## config.mk

```make
export PLATFORM = sky130hd
export DESIGN_NAME = timer_schedule_matcher_core
export DESIGN_NICKNAME = d
export VERILOG_FILES = /design/src/rtl/tsm_pkg.sv /design/src/rtl/tsm_table.sv /design/src/rtl/tsm_divcheck.sv /design/src/rtl/timer_schedule_matcher_core.sv
export SDC_FILE = /design/constraint.sdc
export NUM_CORES = 1
export LEC_CHECK = 0
export BUFFER_PORTS_ARGS = -buffer_cell sky130_fd_sc_hd__buf_2
export CAP_MARGIN = 20
export CORE_ASPECT_RATIO = 1.75
export CORE_UTILIZATION = 50
export DETAILED_ROUTE_END_ITERATION = 8
export PLACE_DENSITY = 0.78
export SLEW_MARGIN = 40
export SYNTH_ARGS = -nofsm -noshare
export SYNTH_HDL_FRONTEND = slang
export SYNTH_SLANG_ARGS = --single-unit
```

## constraint.sdc

```tcl
create_clock -name clk_i -period 10.3 [get_ports clk_i]
set_input_delay 1.03 -clock clk_i [delete_from_list [all_inputs] [get_ports clk_i]]
set_output_delay 1.03 -clock clk_i [all_outputs]
set_load 0.05 [all_outputs]
```

## src/rtl/tsm_pkg.sv

```systemverilog
package tsm_pkg;

  // Widths of the item fields.
  localparam int unsigned RuleW  = 8;
  localparam int unsigned IndexW = 3;
  localparam int unsigned ValueW = 16;
  localparam int unsigned ColorW = 8;

  // Rule codes.
  localparam logic [RuleW-1:0] DayOff     = 8'd0;
  localparam logic [RuleW-1:0] DayWeekday = 8'd8;
  localparam logic [RuleW-1:0] DayWeekend = 8'd9;
  localparam logic [RuleW-1:0] DayEvery   = 8'd10;
  localparam logic [RuleW-1:0] UnitEvery  = 8'd100;

  // Day ranges for the weekday and weekend rules.
  localparam logic [RuleW-1:0] WeekdayFirst = 8'd1;
  localparam logic [RuleW-1:0] WeekdayLast  = 8'd5;
  localparam logic [RuleW-1:0] WeekendFirst = 8'd6;
  localparam logic [RuleW-1:0] WeekendLast  = 8'd7;

  // Request types.
  localparam logic ReqWrite = 1'b0;
  localparam logic ReqCheck = 1'b1;

  // Remainder unit: bits retired per cycle and cycles per operation.
  localparam int unsigned DivBitsPerCycle = 2;
  localparam int unsigned DivCycles       = RuleW / DivBitsPerCycle;
  localparam int unsigned DivCntW         = $clog2(DivCycles);

  typedef struct packed {
    logic [RuleW-1:0]  day_rule;
    logic [RuleW-1:0]  hour_rule;
    logic [RuleW-1:0]  minute_rule;
    logic [RuleW-1:0]  action;
    logic [ValueW-1:0] value;
    logic [ColorW-1:0] red;
    logic [ColorW-1:0] green;
    logic [ColorW-1:0] blue;
  } entry_t;

  typedef struct packed {
    logic [IndexW-1:0] index;
    logic [RuleW-1:0]  action;
    logic [ValueW-1:0] value;
    logic [ColorW-1:0] red;
    logic [ColorW-1:0] green;
    logic [ColorW-1:0] blue;
  } result_t;

  typedef struct packed {
    logic             start;
    logic [RuleW-1:0] dividend;
    logic [RuleW-1:0] divisor;
  } div_req_t;

  typedef struct packed {
    logic done;
    logic zero;
  } div_rsp_t;

  typedef enum logic [5:0] {
    S_IDLE  = 6'b000001,
    S_READ  = 6'b000010,
    S_START = 6'b000100,
    S_WAIT  = 6'b001000,
    S_PUSH  = 6'b010000,
    S_FLUSH = 6'b100000
  } state_e;

endpackage

```

## src/rtl/tsm_table.sv

```systemverilog
module tsm_table
  import tsm_pkg::*;
#(
  parameter int unsigned ENTRY_COUNT = 8,
  parameter int unsigned IDX_W       = 3
) (
  input  logic             clk_i,
  input  logic             rst_ni,
  input  logic             wr_en_i,
  input  logic [IDX_W-1:0] wr_addr_i,
  input  entry_t           wr_data_i,
  input  logic             rd_en_i,
  input  logic [IDX_W-1:0] rd_addr_i,
  output entry_t           rd_data_o
);

  entry_t                 mem_q [ENTRY_COUNT];
  logic [ENTRY_COUNT-1:0] written_q;
  entry_t                 rd_data_q;
  logic                   rd_written_q;

  always_ff @(posedge clk_i) begin
    if (wr_en_i) begin
      mem_q[wr_addr_i] <= wr_data_i;
    end
    if (rd_en_i) begin
      rd_data_q <= mem_q[rd_addr_i];
    end
  end

  // Entries never written read as all zero, which is an entry that is off.
  always_ff @(posedge clk_i or negedge rst_ni) begin
    if (!rst_ni) begin
      written_q    <= '0;
      rd_written_q <= 1'b0;
    end else begin
      if (wr_en_i) begin
        written_q[wr_addr_i] <= 1'b1;
      end
      if (rd_en_i) begin
        rd_written_q <= written_q[rd_addr_i];
      end
    end
  end

  assign rd_data_o = rd_written_q ? rd_data_q : '0;

endmodule

```

## src/rtl/tsm_divcheck.sv

```systemverilog
module tsm_divcheck
  import tsm_pkg::*;
(
  input  logic     clk_i,
  input  logic     rst_ni,
  input  div_req_t req_i,
  output div_rsp_t rsp_o
);

  logic [RuleW-1:0]   rem_q, rem_d;
  logic [RuleW-1:0]   dvd_q, dvd_d;
  logic [RuleW-1:0]   div_q;
  logic [DivCntW-1:0] cnt_q;
  logic               busy_q;
  logic               done_q;

  // Restoring remainder, DivBitsPerCycle dividend bits per cycle.
  always_comb begin
    logic [RuleW:0] trial;
    rem_d = rem_q;
    dvd_d = dvd_q;
    for (int k = 0; k < DivBitsPerCycle; k++) begin
      trial = {rem_d, dvd_d[RuleW-1]};
      if (trial >= {1'b0, div_q}) begin
        trial = trial - {1'b0, div_q};
      end
      rem_d = trial[RuleW-1:0];
      dvd_d = {dvd_d[RuleW-2:0], 1'b0};
    end
  end

  always_ff @(posedge clk_i) begin
    if (req_i.start) begin
      rem_q <= '0;
      dvd_q <= req_i.dividend;
      div_q <= req_i.divisor;
    end else if (busy_q) begin
      rem_q <= rem_d;
      dvd_q <= dvd_d;
    end
  end

  always_ff @(posedge clk_i or negedge rst_ni) begin
    if (!rst_ni) begin
      busy_q <= 1'b0;
      done_q <= 1'b0;
      cnt_q  <= '0;
    end else begin
      done_q <= 1'b0;
      if (req_i.start) begin
        busy_q <= 1'b1;
        cnt_q  <= '0;
      end else if (busy_q) begin
        cnt_q <= cnt_q + DivCntW'(1);
        if (cnt_q == DivCntW'(DivCycles - 1)) begin
          busy_q <= 1'b0;
          done_q <= 1'b1;
        end
      end
    end
  end

  assign rsp_o.done = done_q;
  assign rsp_o.zero = (rem_q == '0);

endmodule

```

## src/rtl/timer_schedule_matcher_core.sv

```systemverilog
// Schedule matcher. A table of ENTRY_COUNT schedule entries sits in a
// synchronous memory; a write transaction (req_type 0) stores one entry, and
// indexes at or beyond ENTRY_COUNT are dropped. A time
// transaction (req_type 1) is dropped while enable is low, or when its hour
// and minute (low 5 and 6 bits) equal those of the last time that was
// checked; otherwise the block walks the table in index order and sends one
// result transaction per matching entry, with last_match set on the final
// one. A check with no match sends nothing. Each entry goes through the same
// steps in order: a memory read, a launch of the three remainder units that
// test the every-Nth day, hour and minute rules in parallel, a wait while
// those units retire two bits per cycle, and a check that they have finished.
// Each match after the first adds a step that moves the previous match on,
// and that step waits while the output register holds a result not yet taken.
// The closing step hands the last match on and likewise waits for the output;
// the input accepts nothing until the walk ends. Results pass through a
// one-entry holding register so that the last marker can be set, then an
// output register that the sink drains at its own pace. The enable register
// has its own write channel, which is always ready.
module timer_schedule_matcher_core
  import tsm_pkg::*;
#(
  parameter int unsigned ENTRY_COUNT = 8
) (
  input  logic              clk_i,
  input  logic              rst_ni,

  input  logic              cfg_valid_i,
  output logic              cfg_ready_o,
  input  logic              cfg_enable_i,

  input  logic              in_valid_i,
  output logic              in_ready_o,
  input  logic              req_type_i,
  input  logic [IndexW-1:0] entry_index_i,
  input  logic [RuleW-1:0]  day_i,
  input  logic [RuleW-1:0]  hour_i,
  input  logic [RuleW-1:0]  minute_i,
  input  logic [RuleW-1:0]  action_i,
  input  logic [ValueW-1:0] action_value_i,
  input  logic [ColorW-1:0] red_i,
  input  logic [ColorW-1:0] green_i,
  input  logic [ColorW-1:0] blue_i,

  output logic              out_valid_o,
  input  logic              out_ready_i,
  output logic [IndexW-1:0] match_index_o,
  output logic [RuleW-1:0]  fired_action_o,
  output logic [ValueW-1:0] fired_value_o,
  output logic [ColorW-1:0] fired_red_o,
  output logic [ColorW-1:0] fired_green_o,
  output logic [ColorW-1:0] fired_blue_o,
  output logic              last_match_o
);

  localparam int unsigned IDX_W = (ENTRY_COUNT > 1) ? $clog2(ENTRY_COUNT) : 1;
  localparam logic [IDX_W-1:0] LAST_IDX = IDX_W'(ENTRY_COUNT - 1);

  state_e state_q, state_d;
  state_e state_next;

  logic [IDX_W-1:0] idx_q, idx_d, idx_inc;
  logic             enable_q;
  logic [4:0]       prev_hour_q;
  logic [5:0]       prev_minute_q;
  logic             prev_valid_q;
  logic [RuleW-1:0] cur_day_q, cur_hour_q, cur_minute_q;

  result_t pend_q, out_q, hit_result;
  logic    pend_valid_q;
  logic    out_valid_q, out_last_q;

  logic in_fire, time_go, repeated, out_free;
  logic pend_load, pend_clr, out_load, out_last;
  logic rd_en, div_start, div_done, entry_hit;
  logic day_hit, hour_hit, minute_hit;

  entry_t   wr_entry, rd_entry;
  logic     wr_en;
  div_req_t day_req, hour_req, minute_req;
  div_rsp_t day_rsp, hour_rsp, minute_rsp;

  // Configuration channel.
  assign cfg_ready_o = 1'b1;

  always_ff @(posedge clk_i or negedge rst_ni) begin
    if (!rst_ni) begin
      enable_q <= 1'b0;
    end else if (cfg_valid_i) begin
      enable_q <= cfg_enable_i;
    end
  end

  // Input side: one transaction at a time, taken only while the walk is idle.
  assign in_ready_o = (state_q == S_IDLE);
  assign in_fire    = in_valid_i && in_ready_o;
  assign repeated   = prev_valid_q && (prev_hour_q == hour_i[4:0]) &&
                      (prev_minute_q == minute_i[5:0]);
  assign time_go    = in_fire && (req_type_i == ReqCheck) && enable_q && !repeated;

  assign wr_en = in_fire && (req_type_i == ReqWrite) &&
                 (ENTRY_COUNT > int'(entry_index_i));

  always_comb begin
    wr_entry.day_rule    = day_i;
    wr_entry.hour_rule   = hour_i;
    wr_entry.minute_rule = minute_i;
    wr_entry.action      = action_i;
    wr_entry.value       = action_value_i;
    wr_entry.red         = red_i;
    wr_entry.green       = green_i;
    wr_entry.blue        = blue_i;
  end

  tsm_table #(
    .ENTRY_COUNT (ENTRY_COUNT),
    .IDX_W       (IDX_W)
  ) u_table (
    .clk_i     (clk_i),
    .rst_ni    (rst_ni),
    .wr_en_i   (wr_en),
    .wr_addr_i (IDX_W'(entry_index_i)),
    .wr_data_i (wr_entry),
    .rd_en_i   (rd_en),
    .rd_addr_i (idx_q),
    .rd_data_o (rd_entry)
  );

  // The current time is latched at acceptance, and the previous-time store is
  // updated right away since nothing else reads it during the walk.
  always_ff @(posedge clk_i) begin
    if (time_go) begin
      cur_day_q    <= day_i;
      cur_hour_q   <= hour_i;
      cur_minute_q <= minute_i;
    end
  end

  always_ff @(posedge clk_i or negedge rst_ni) begin
    if (!rst_ni) begin
      prev_hour_q   <= '0;
      prev_minute_q <= '0;
      prev_valid_q  <= 1'b0;
    end else if (time_go) begin
      prev_hour_q   <= hour_i[4:0];
      prev_minute_q <= minute_i[5:0];
      prev_valid_q  <= 1'b1;
    end
  end

  // Three remainder units test the every-Nth rules of one entry in parallel.
  // Their divisors are only meaningful when the rule is above its threshold.
  always_comb begin
    day_req.start       = div_start;
    day_req.dividend    = cur_day_q;
    day_req.divisor     = rd_entry.day_rule - DayEvery;
    hour_req.start      = div_start;
    hour_req.dividend   = cur_hour_q;
    hour_req.divisor    = rd_entry.hour_rule - UnitEvery;
    minute_req.start    = div_start;
    minute_req.dividend = cur_minute_q;
    minute_req.divisor  = rd_entry.minute_rule - UnitEvery;
  end

  tsm_divcheck u_day_div (
    .clk_i  (clk_i),
    .rst_ni (rst_ni),
    .req_i  (day_req),
    .rsp_o  (day_rsp)
  );

  tsm_divcheck u_hour_div (
    .clk_i  (clk_i),
    .rst_ni (rst_ni),
    .req_i  (hour_req),
    .rsp_o  (hour_rsp)
  );

  tsm_divcheck u_minute_div (
    .clk_i  (clk_i),
    .rst_ni (rst_ni),
    .req_i  (minute_req),
    .rsp_o  (minute_rsp)
  );

  assign div_done = day_rsp.done && hour_rsp.done && minute_rsp.done;

  // Rule evaluation on the entry held at the memory output.
  always_comb begin
    day_hit = 1'b0;
    if (rd_entry.day_rule != DayOff) begin
      if (rd_entry.day_rule == DayEvery || rd_entry.day_rule == cur_day_q) begin
        day_hit = 1'b1;
      end else if (rd_entry.day_rule == DayWeekday) begin
        day_hit = cur_day_q inside {[WeekdayFirst:WeekdayLast]};
      end else if (rd_entry.day_rule == DayWeekend) begin
        day_hit = cur_day_q inside {[WeekendFirst:WeekendLast]};
      end else if (rd_entry.day_rule > DayEvery) begin
        day_hit = day_rsp.zero;
      end
    end
    hour_hit   = (rd_entry.hour_rule == cur_hour_q) ||
                 ((rd_entry.hour_rule > UnitEvery) && hour_rsp.zero);
    minute_hit = (rd_entry.minute_rule == cur_minute_q) ||
                 ((rd_entry.minute_rule > UnitEvery) && minute_rsp.zero);
    entry_hit  = day_hit && hour_hit && minute_hit;
  end

  always_comb begin
    hit_result.index  = IndexW'(idx_q);
    hit_result.action = rd_entry.action;
    hit_result.value  = rd_entry.value;
    hit_result.red    = rd_entry.red;
    hit_result.green  = rd_entry.green;
    hit_result.blue   = rd_entry.blue;
  end

  // Walk control. A match waits in the holding register until either a
  // later match pushes it out as not-last, or the walk ends and it leaves
  // marked as last.
  assign out_free   = !out_valid_q || out_ready_i;
  assign idx_inc    = idx_q + IDX_W'(1);
  assign state_next = (idx_q == LAST_IDX) ? S_FLUSH : S_READ;

  always_comb begin
    state_d   = state_q;
    idx_d     = idx_q;
    rd_en     = 1'b0;
    div_start = 1'b0;
    pend_load = 1'b0;
    pend_clr  = 1'b0;
    out_load  = 1'b0;
    out_last  = 1'b0;
    case (state_q)
      S_IDLE: begin
        if (time_go) begin
          idx_d   = '0;
          state_d = S_READ;
        end
      end
      S_READ: begin
        rd_en   = 1'b1;
        state_d = S_START;
      end
      S_START: begin
        div_start = 1'b1;
        state_d   = S_WAIT;
      end
      S_WAIT: begin
        if (div_done) begin
          if (entry_hit && pend_valid_q) begin
            state_d = S_PUSH;
          end else begin
            pend_load = entry_hit;
            idx_d     = idx_inc;
            state_d   = state_next;
          end
        end
      end
      S_PUSH: begin
        if (out_free) begin
          out_load  = 1'b1;
          pend_load = 1'b1;
          idx_d     = idx_inc;
          state_d   = state_next;
        end
      end
      S_FLUSH: begin
        if (!pend_valid_q) begin
          state_d = S_IDLE;
        end else if (out_free) begin
          out_load = 1'b1;
          out_last = 1'b1;
          pend_clr = 1'b1;
          state_d  = S_IDLE;
        end
      end
      default: begin
        state_d = S_IDLE;
      end
    endcase
  end

  always_ff @(posedge clk_i or negedge rst_ni) begin
    if (!rst_ni) begin
      state_q      <= S_IDLE;
      idx_q        <= '0;
      pend_valid_q <= 1'b0;
      out_valid_q  <= 1'b0;
    end else begin
      state_q <= state_d;
      idx_q   <= idx_d;
      if (pend_load) begin
        pend_valid_q <= 1'b1;
      end else if (pend_clr) begin
        pend_valid_q <= 1'b0;
      end
      if (out_load) begin
        out_valid_q <= 1'b1;
      end else if (out_ready_i) begin
        out_valid_q <= 1'b0;
      end
    end
  end

  always_ff @(posedge clk_i) begin
    if (pend_load) begin
      pend_q <= hit_result;
    end
    if (out_load) begin
      out_q      <= pend_q;
      out_last_q <= out_last;
    end
  end

  assign out_valid_o    = out_valid_q;
  assign match_index_o  = out_q.index;
  assign fired_action_o = out_q.action;
  assign fired_value_o  = out_q.value;
  assign fired_red_o    = out_q.red;
  assign fired_green_o  = out_q.green;
  assign fired_blue_o   = out_q.blue;
  assign last_match_o   = out_last_q;

endmodule
```

==> results of run 1 <==
registers in the layout, summed over array words and instances (netlist names), 8 cells and up:
| name | count |
|---|---|
| cur_day_q | 8 |
| cur_hour_q | 8 |
| cur_minute_q | 8 |
| fired_action_o | 8 |
| fired_blue_o | 8 |
| fired_green_o | 8 |
| fired_red_o | 8 |
| fired_value_o | 16 |
| pend_q | 51 |
| u_day_div.div_q | 8 |
| u_day_div.dvd_q | 8 |
| u_day_div.rem_q | 8 |
| u_hour_div.div_q | 8 |
| u_hour_div.dvd_q | 8 |
| u_hour_div.rem_q | 8 |
| u_minute_div.div_q | 8 |
| u_minute_div.dvd_q | 8 |
| u_minute_div.rem_q | 8 |
| u_table.mem_q | 576 |
| u_table.rd_data_q | 72 |
| u_table.written_q | 8 |
metal layers:
| metal | vias up | share of wire, % | GRT usage, % |
|---|---|---|---|
| li1 | 8354 | - | - |
| met1 | 9801 | 37 | 25.2 |
| met5 | - | 0.21 | 0 |
| met4 | 24 | 3.8 | 9.38 |
| met2 | 661 | 53 | 37.7 |
| met3 | 191 | 5.8 | 4.28 |
cell type report:
type                       instances  area (sq um)
clock inverter                    33           298
inverter                          68           255
clock buffer                     106          2090
tap                              924          1160
multi-input combinational       1020          9420
sequential                       892         26300
timing repair buffer             173          1110
antenna                            4          10.0
fill                            5165         31100
logic make-up (layout without fill, tap and decap cells):
| kind of cell | after synthesis | after routing | synth area share (%) |
|---|---|---|---|
| other | 1 | 5 | 0.0103 |
| and+or+nand+nor | 426 | 426 | 6.02 |
| xor gates and xnor gates | 66 | 66 | 1.59 |
| muxes | 242 | 242 | 12.0 |
| DFF | 892 | 892 | 72.6 |
| buffers and inverters | 150 | 380 | 1.69 |
| adders and majority gates | 64 | 64 | 2.33 |
| AOI/OAI and AO/OA | 221 | 221 | 3.82 |
where the power goes:
| part | switching [mW] | internal, mW | total, mW | leakage, nW |
|---|---|---|---|---|
| sequential | 0.163 | 4.21 | 4.37 | 8.19 |
| clock | 1.24 | 1.55 | 2.79 | 1.15 |
| combinational | 1.26 | 0.966 | 2.23 | 4.26 |
path summary, 6_finish.rpt:
kind | start | end | slack [ns]
setup / recovery | u_day_div.div_q[1] | u_day_div.rem_q[2] | 5.71
hold / removal | pend_q[45] | fired_action_o[5] | 0.42
setup reg to reg | u_day_div.div_q[1] | u_day_div.rem_q[2] | 5.71
hold reg to reg | pend_q[45] | fired_action_o[5] | 0.42
max in group asynchronous | rst_ni | idx_q[0] | 9.30
min in group asynchronous | rst_ni | enable_q | 0.50
cell usage in the layout (no fill, tap or decap), types with 9 or more instances in the layout:
| cell type | instances |
|---|---|
| nor2b_1 | 10 |
| and2_1 | 70 |
| nor3_1 | 19 |
| or2_2 | 11 |
| xor2_1 | 18 |
| a21o_1 | 9 |
| ha_1 | 58 |
| edfxtp_1 | 823 |
| mux4_2 | 146 |
| mux2i_1 | 19 |
| o21ai_1 | 9 |
| clkinv_1 | 14 |
| clkbuf_1 | 26 |
| nand2_1 | 163 |
| o22ai_1 | 12 |
| dfrtp_1 | 40 |
| dfxtp_1 | 24 |
| inv_1 | 67 |
| nand4b_1 | 12 |
| o21ai_0 | 62 |
| mux2_2 | 77 |
| buf_2 | 136 |
| xnor2_1 | 48 |
| or3_1 | 10 |
| o21bai_1 | 9 |
| nand4_1 | 17 |
| a21oi_1 | 63 |
| nand3_1 | 17 |
| clkbuf_16 | 79 |
| nor2_1 | 43 |
| buf_4 | 22 |
stage by stage:
step,power [mW],instances,hold WS (ns),cell area [sq um]
3_5_place_dp,6.67,3076,0.405,38300
5_1_grt,9.83,3218,0.425,40700
3_3_place_gp,6.57,3068,0.404,38100
4_1_cts,9.45,3215,0.421,40600
2_1_floorplan,6.10,2062,0.400,36300
6_report,9.38,3220,0.419,40700
==> impl_metrics.py, run 1 <==
metrics = {
    "yosys": {
        "synth_most_common_cell": "edfxtp_1",
        "ys_seq_area_share_pct": 72.6,
        "synth_edf_count": 823,
        "syn_area_per_cell_sq_um": 17.6,
        "syn_nets": 2208,
        "synth_top_cell_area_share_pct": 68.1,
        "synth_seq_cells": 892,
        "synth_common_cells": "edfxtp_1, nand2_1, mux4_2",
        "syn_inst": 2062,
        "async_flop_share_pct": 5.04,
        "ys.flop_type": "edfxtp_1",
        "yosysWarnings": 0,
        "synth_area_leader_cell": "edfxtp_1",
        "netlist_area_sq_um": 36300,
        "synth_area_leaders": "edfxtp_1, mux4_2, dfrtp_1",
        "ys_types": 77,
    },
    "cells_and_area": {
        "syn_to_final_growth_pct": 12.1,
        "fin_nets": 2378,
        "utilization_pct": 56.7,
        "drive_gt1_share_pct": 23.8,
    },
    "cts": {
        "cts_tree": "yes",
        "cts_setup_buffers": 0,
        "clkTransAtPathRegs_ns": 0.06,
        "clk_latency_ns": 0.63,
        "clk_path_buf_depth": 3,
        "cts_sinks": 892,
        "htree_levels": 3,
        "cts-root-buf": "clkbuf_16",
        "cts_resized": 0,
        "numCtsBuffers": 77,
        "ctsHoldBuffers": 0,
    },
    "power_and_ir_drop": {
        "vdd_drop_max_mv": 0.153,
        "powerDensity_nw_per_um2": 231,
        "p_leak_nw": 13.6,
    },
    "placed_design": {
        "routabilityCongestion": 0.850,
        "pre_cts_ws_ns": 5.74,
        "dp_hpwl_um": 45300,
        "io_buffers": 135,
    },
    "drt": {
        "ant_nets": 0,
        "vias_per_cell": 5.91,
        "drc": 0,
        "dr.pass1.iters": 5,
        "drt_iter0_markers": 1567,
        "wl_um": 77300,
        "drt-wirelength-per-cell_um": 24.0,
        "vias": 19031,
    },
    "setup_path": {
        "required_ns": 10.79,
        "crit_type": "reg -> reg",
        "cp_top_family": "compound AO/OA/AOI/OAI gates",
        "crit_fanout": 12,
        "crit_path_end_kind": "flop",
        "reg2reg_depth": 17,
        "path_buf_inv": 2,
        "cpMaxStageDelayCell": "o31ai_2",
        "start_kind": "flop",
        "cp.arrival_ns": 5.08,
        "cp_cell_sequence": "inv_1 -> ha_1 -> nor2b_1 -> o21ai_0 -> a21oi_1 -> o31ai_2 -> a21o_1 -> ha_1 -> nor2b_1 -> o21ai_0 -> a21oi_1 -> o311ai_1 -> o211ai_1 -> buf_2 -> o21a_1 -> a22oi_1 -> nor2_1",
        "slowest_delay_ns": 0.69,
        "crit_cells": 17,
    },
    "sta": {
        "period_share_pct": 44.5,
        "fin_skew_ns": 0.0229,
        "maxSlewViolCount": 0,
        "grt_setup_unrepaired": "false",
        "hold_viol_final": 0,
        "relSlewSlack_pct": 44.0,
        "setup_ws_ns": 5.71,
        "tightest_slew_ns": 0.840,
        "fmax_mhz": 218,
        "setup_viol": 0,
        "period_needed_ns": 4.59,
        "setup_tns_ns": 0,
    },
    "grt": {
        "grt_pass1_vias": 19890,
        "grt_max_degree": 67,
        "grt_pass1_wl_um": 117000,
        "grt_usage_pct": 21.4,
        "grt_overflow_total": 0,
        "grt_antenna_before_repair": 17,
    },
    "floorplan": {
        "core_region_area_sq_um": 71700,
        "start_util_pct": 50.6,
        "num_rows": 130,
        "ios": 137,
        "die_area_sq_um": 73700,
        "dieWidth_um": 206,
        "die_y_um": 358,
    },
    "run": {
        "cap_viol_max_count": 0,
    },
    "worst_hold_path": {
        "min-delay-path-class": "reg -> reg",
        "whs_path_depth": 0,
    },
    "status": {
        "status": "finished clean",
    },
}
Power figures use the tool's default switching activity.
==> run 2: changes to the inputs <==
- ABC_AREA: not set -> 1
- PLACE_DENSITY: 0.78 -> 0.8
- clock period: 10.3 -> 4.2 ns (I/O delays scaled with it)
==> impl_metrics.py, run 2 <==
metrics = {
    "power_and_ir_drop": {
        "p_seq_share_pct": 44.2,
        "powerDensity_nw_per_um2": 596,
        "pwr-share-clk_pct": 28.3,
        "switching_share_pct": 32.6,
        "p_total_mw": 24.8,
        "p_leak_nw": 15.8,
        "vdd_drop_max_mv": 0.306,
        "p_int_mw": 16.7,
        "p_switching_mw": 8.08,
        "combPwrFrac_pct": 27.5,
    },
    "yosys": {
        "synth_edf_count": 823,
        "netlist_area_sq_um": 37100,
        "synth_top_cell_area_share_pct": 66.7,
        "synthAdderAreaFrac_pct": 2.28,
        "async_flop_share_pct": 5.04,
        "synth_top_family_by_area": "simple AND/OR/NAND/NOR gates",
        "synth_area_leaders": "edfxtp_1, nor2_1, o21ai_0",
        "syn_inst": 3147,
        "synth_most_common_cell": "edfxtp_1",
        "synth_seq_cells": 892,
        "synth_area_leader_cell": "edfxtp_1",
        "synth-compound-area-share_pct": 8.38,
        "ys_types": 49,
        "synth_common_cells": "edfxtp_1, nor2_1, nand2_1",
        "synth-xor-area-share_pct": 1.16,
        "synth-simple-area-share_pct": 13.1,
        "ys_seq_area_share_pct": 71.0,
        "yosysWarnings": 0,
        "syn_area_per_cell_sq_um": 11.8,
        "syn_nets": 3293,
        "muxShareOfSynthArea_pct": 0,
        "ys.flop_type": "edfxtp_1",
    },
    "floorplan": {
        "ios": 137,
        "dieWidth_um": 208,
        "start_util_pct": 50.7,
        "die_y_um": 362,
        "core_region_area_sq_um": 73100,
        "die_area_sq_um": 75300,
        "num_rows": 131,
    },
    "cells_and_area": {
        "syn_to_final_growth_pct": 12.4,
        "drive_gt1_share_pct": 10.5,
        "top_regs": "u_table.mem_q x576, u_table.rd_data_q x72, pend_q x51",
        "largest_register_ffs": 576,
        "largest_register": "u_table.mem_q",
        "fin_nets": 3430,
        "fillers": 5558,
        "final_cells": 4277,
        "layout_common_cells": "edfxtp_1, nor2_1, nand2_1",
        "final_common_cell": "edfxtp_1",
    },
    "setup_path": {
        "cpMaxStageDelayCell": "nand4_2",
        "crit_type": "reg -> reg",
        "cp_cell_sequence": "inv_1 -> ha_1 -> a21o_1 -> a21oi_1 -> nand4_2 -> o21ai_0 -> inv_1 -> ha_1 -> inv_1 -> nor3_1 -> nand2_1 -> o211ai_1 -> nand2_1 -> nand4_1 -> nand2_1 -> nand3_1 -> nand2_1",
        "required_ns": 4.72,
        "crit_fanout": 17,
        "slowest_delay_ns": 0.38,
        "path_common_cell": "nand2_1",
        "crit_path_end_kind": "flop",
        "start_kind": "flop",
        "path_buf_inv": 3,
        "cp.arrival_ns": 4.30,
        "cp_top_family": "simple AND/OR/NAND/NOR gates",
    },
    "run": {
        "cap_viol_max_count": 0,
    },
    "grt": {
        "grt_pass1_wl_um": 128000,
        "grt_pass1_vias": 23957,
        "grt_antenna_before_repair": 14,
        "grt_usage_pct": 22.1,
        "grt_max_degree": 203,
        "grt_overflow_total": 0,
    },
    "cts": {
        "clkTransAtPathRegs_ns": 0.07,
        "cts_sinks": 892,
        "cts-root-buf": "clkbuf_16",
        "clk_path_buf_depth": 3,
        "htree_levels": 3,
        "numCtsBuffers": 75,
        "cts_setup_buffers": 0,
        "clk_latency_ns": 0.64,
        "cts_tree": "yes",
    },
    "placed_design": {
        "dp_hpwl_um": 50300,
        "io_buffers": 135,
        "placed_cells": 4133,
        "routabilityCongestion": 0.930,
    },
    "sta": {
        "worst_hold_slack_ns": 0.0434,
        "period_needed_ns": 3.77,
        "maxSlewViolCount": 0,
        "relSlewSlack_pct": 44.1,
        "setup_viol": 0,
        "fmax_mhz": 265,
        "setup_tns_ns": 0,
        "tightest_slew_ns": 0.839,
        "hold_viol_final": 0,
        "period_share_pct": 89.9,
        "fin_skew_ns": 0.0218,
        "grt_setup_unrepaired": "false",
    },
    "worst_hold_path": {
        "min-delay-path-class": "in -> reg",
    },
    "drt": {
        "drt_iter0_markers": 2362,
        "ant_nets": 0,
        "drt-wirelength-per-cell_um": 19.6,
        "drc": 0,
        "vias_per_cell": 5.64,
        "wl_um": 84000,
        "vias": 24105,
        "dr.pass1.iters": 5,
    },
    "status": {
        "status": "finished clean",
    },
}
[run 2: worst reg2reg max path: stages, from the launching register on]
cell and delay (ns):
edfxtp_1 0.36, inv_1 0.09, ha_1 0.26, a21o_1 0.20, a21oi_1 0.22, nand4_2 0.38
o21ai_0 0.36, inv_1 0.07, ha_1 0.37, inv_1 0.06, nor3_1 0.16, nand2_1 0.08
o211ai_1 0.16, nand2_1 0.27, nand4_1 0.35, nand2_1 0.12, nand3_1 0.09, nand2_1 0.07
[run 2: what timing repair did]
action,4_1_cts,5_1_grt
hold buffers,4,0
setup endpoints to repair,0,7
hold endpoints to repair,45,0
gates resized for setup,0,3
[run 2: final timing paths]
path                                    startpoint                    to  slack, ns  cells past startpoint
worst max-delay path            u_day_div.div_q[6]    u_day_div.rem_q[5]       0.43                     17
worst min-delay path             action_value_i[5]  u_table.mem_q[0][29]       0.04                      1
worst max register to register  u_day_div.div_q[6]    u_day_div.rem_q[5]       0.43                     17
worst min register to register          pend_q[16]        fired_red_o[0]       0.42                      0
max in group asynchronous                   rst_ni              idx_q[1]       3.28                      3
min in group asynchronous                   rst_ni  u_table.written_q[7]       0.40                      3
[run 2: logic make-up after synthesis]
group / count (synthesis)
simple gates: 1192
flops: 892
compound gates: 572
buf+inv: 377
fa+ha+maj: 64
xor+xnor: 49
other cells: 1
[run 2: per-stage QoR]
step | area, sq um | util (%) | worst slack (ns)
after floorplan | 37100 | - | -0.653
after global placement | 39100 | 53.5 | 0.420
after detailed placement | 39100 | 53.5 | 0.373
after CTS | 41600 | 56.9 | 0.368
after global routing | 41700 | 57.0 | 0.0299
final | 41700 | 57.0 | 0.425
[run 2: power groups by stage]
stage / sequential [mW] / combinational [mW] / clock, mW
after detailed placement: 11.2 / 6.73 / 0
after global routing: 11.0 / 7.69 / 7.37
after global placement: 11.1 / 6.61 / 0
after CTS: 11.0 / 6.78 / 7.06
final: 11.0 / 6.83 / 7.01
after floorplan: 11.0 / 5.19 / 0
[run 2: layer usage]
layer	GRT usage (%)	share of wire, %	up-vias
li1	-	-	11243
met5	0	0.15	-
met1	24.9	37	11675
met2	40.3	52	955
met3	3.97	6.9	212
met4	10.5	3.5	20
[run 2: final cells by class]
class	instances	area (sq um)	area share, %
diodes	5	12.5	0.0300
clock buffers	100	2030	4.88
clock inverters	34	400	0.961
inverters	245	931	2.23
multi-input cells	1878	9340	22.4
flip-flops and latches	892	26300	63.2
well taps	931	1160	2.80
repair buffers	192	1450	3.48
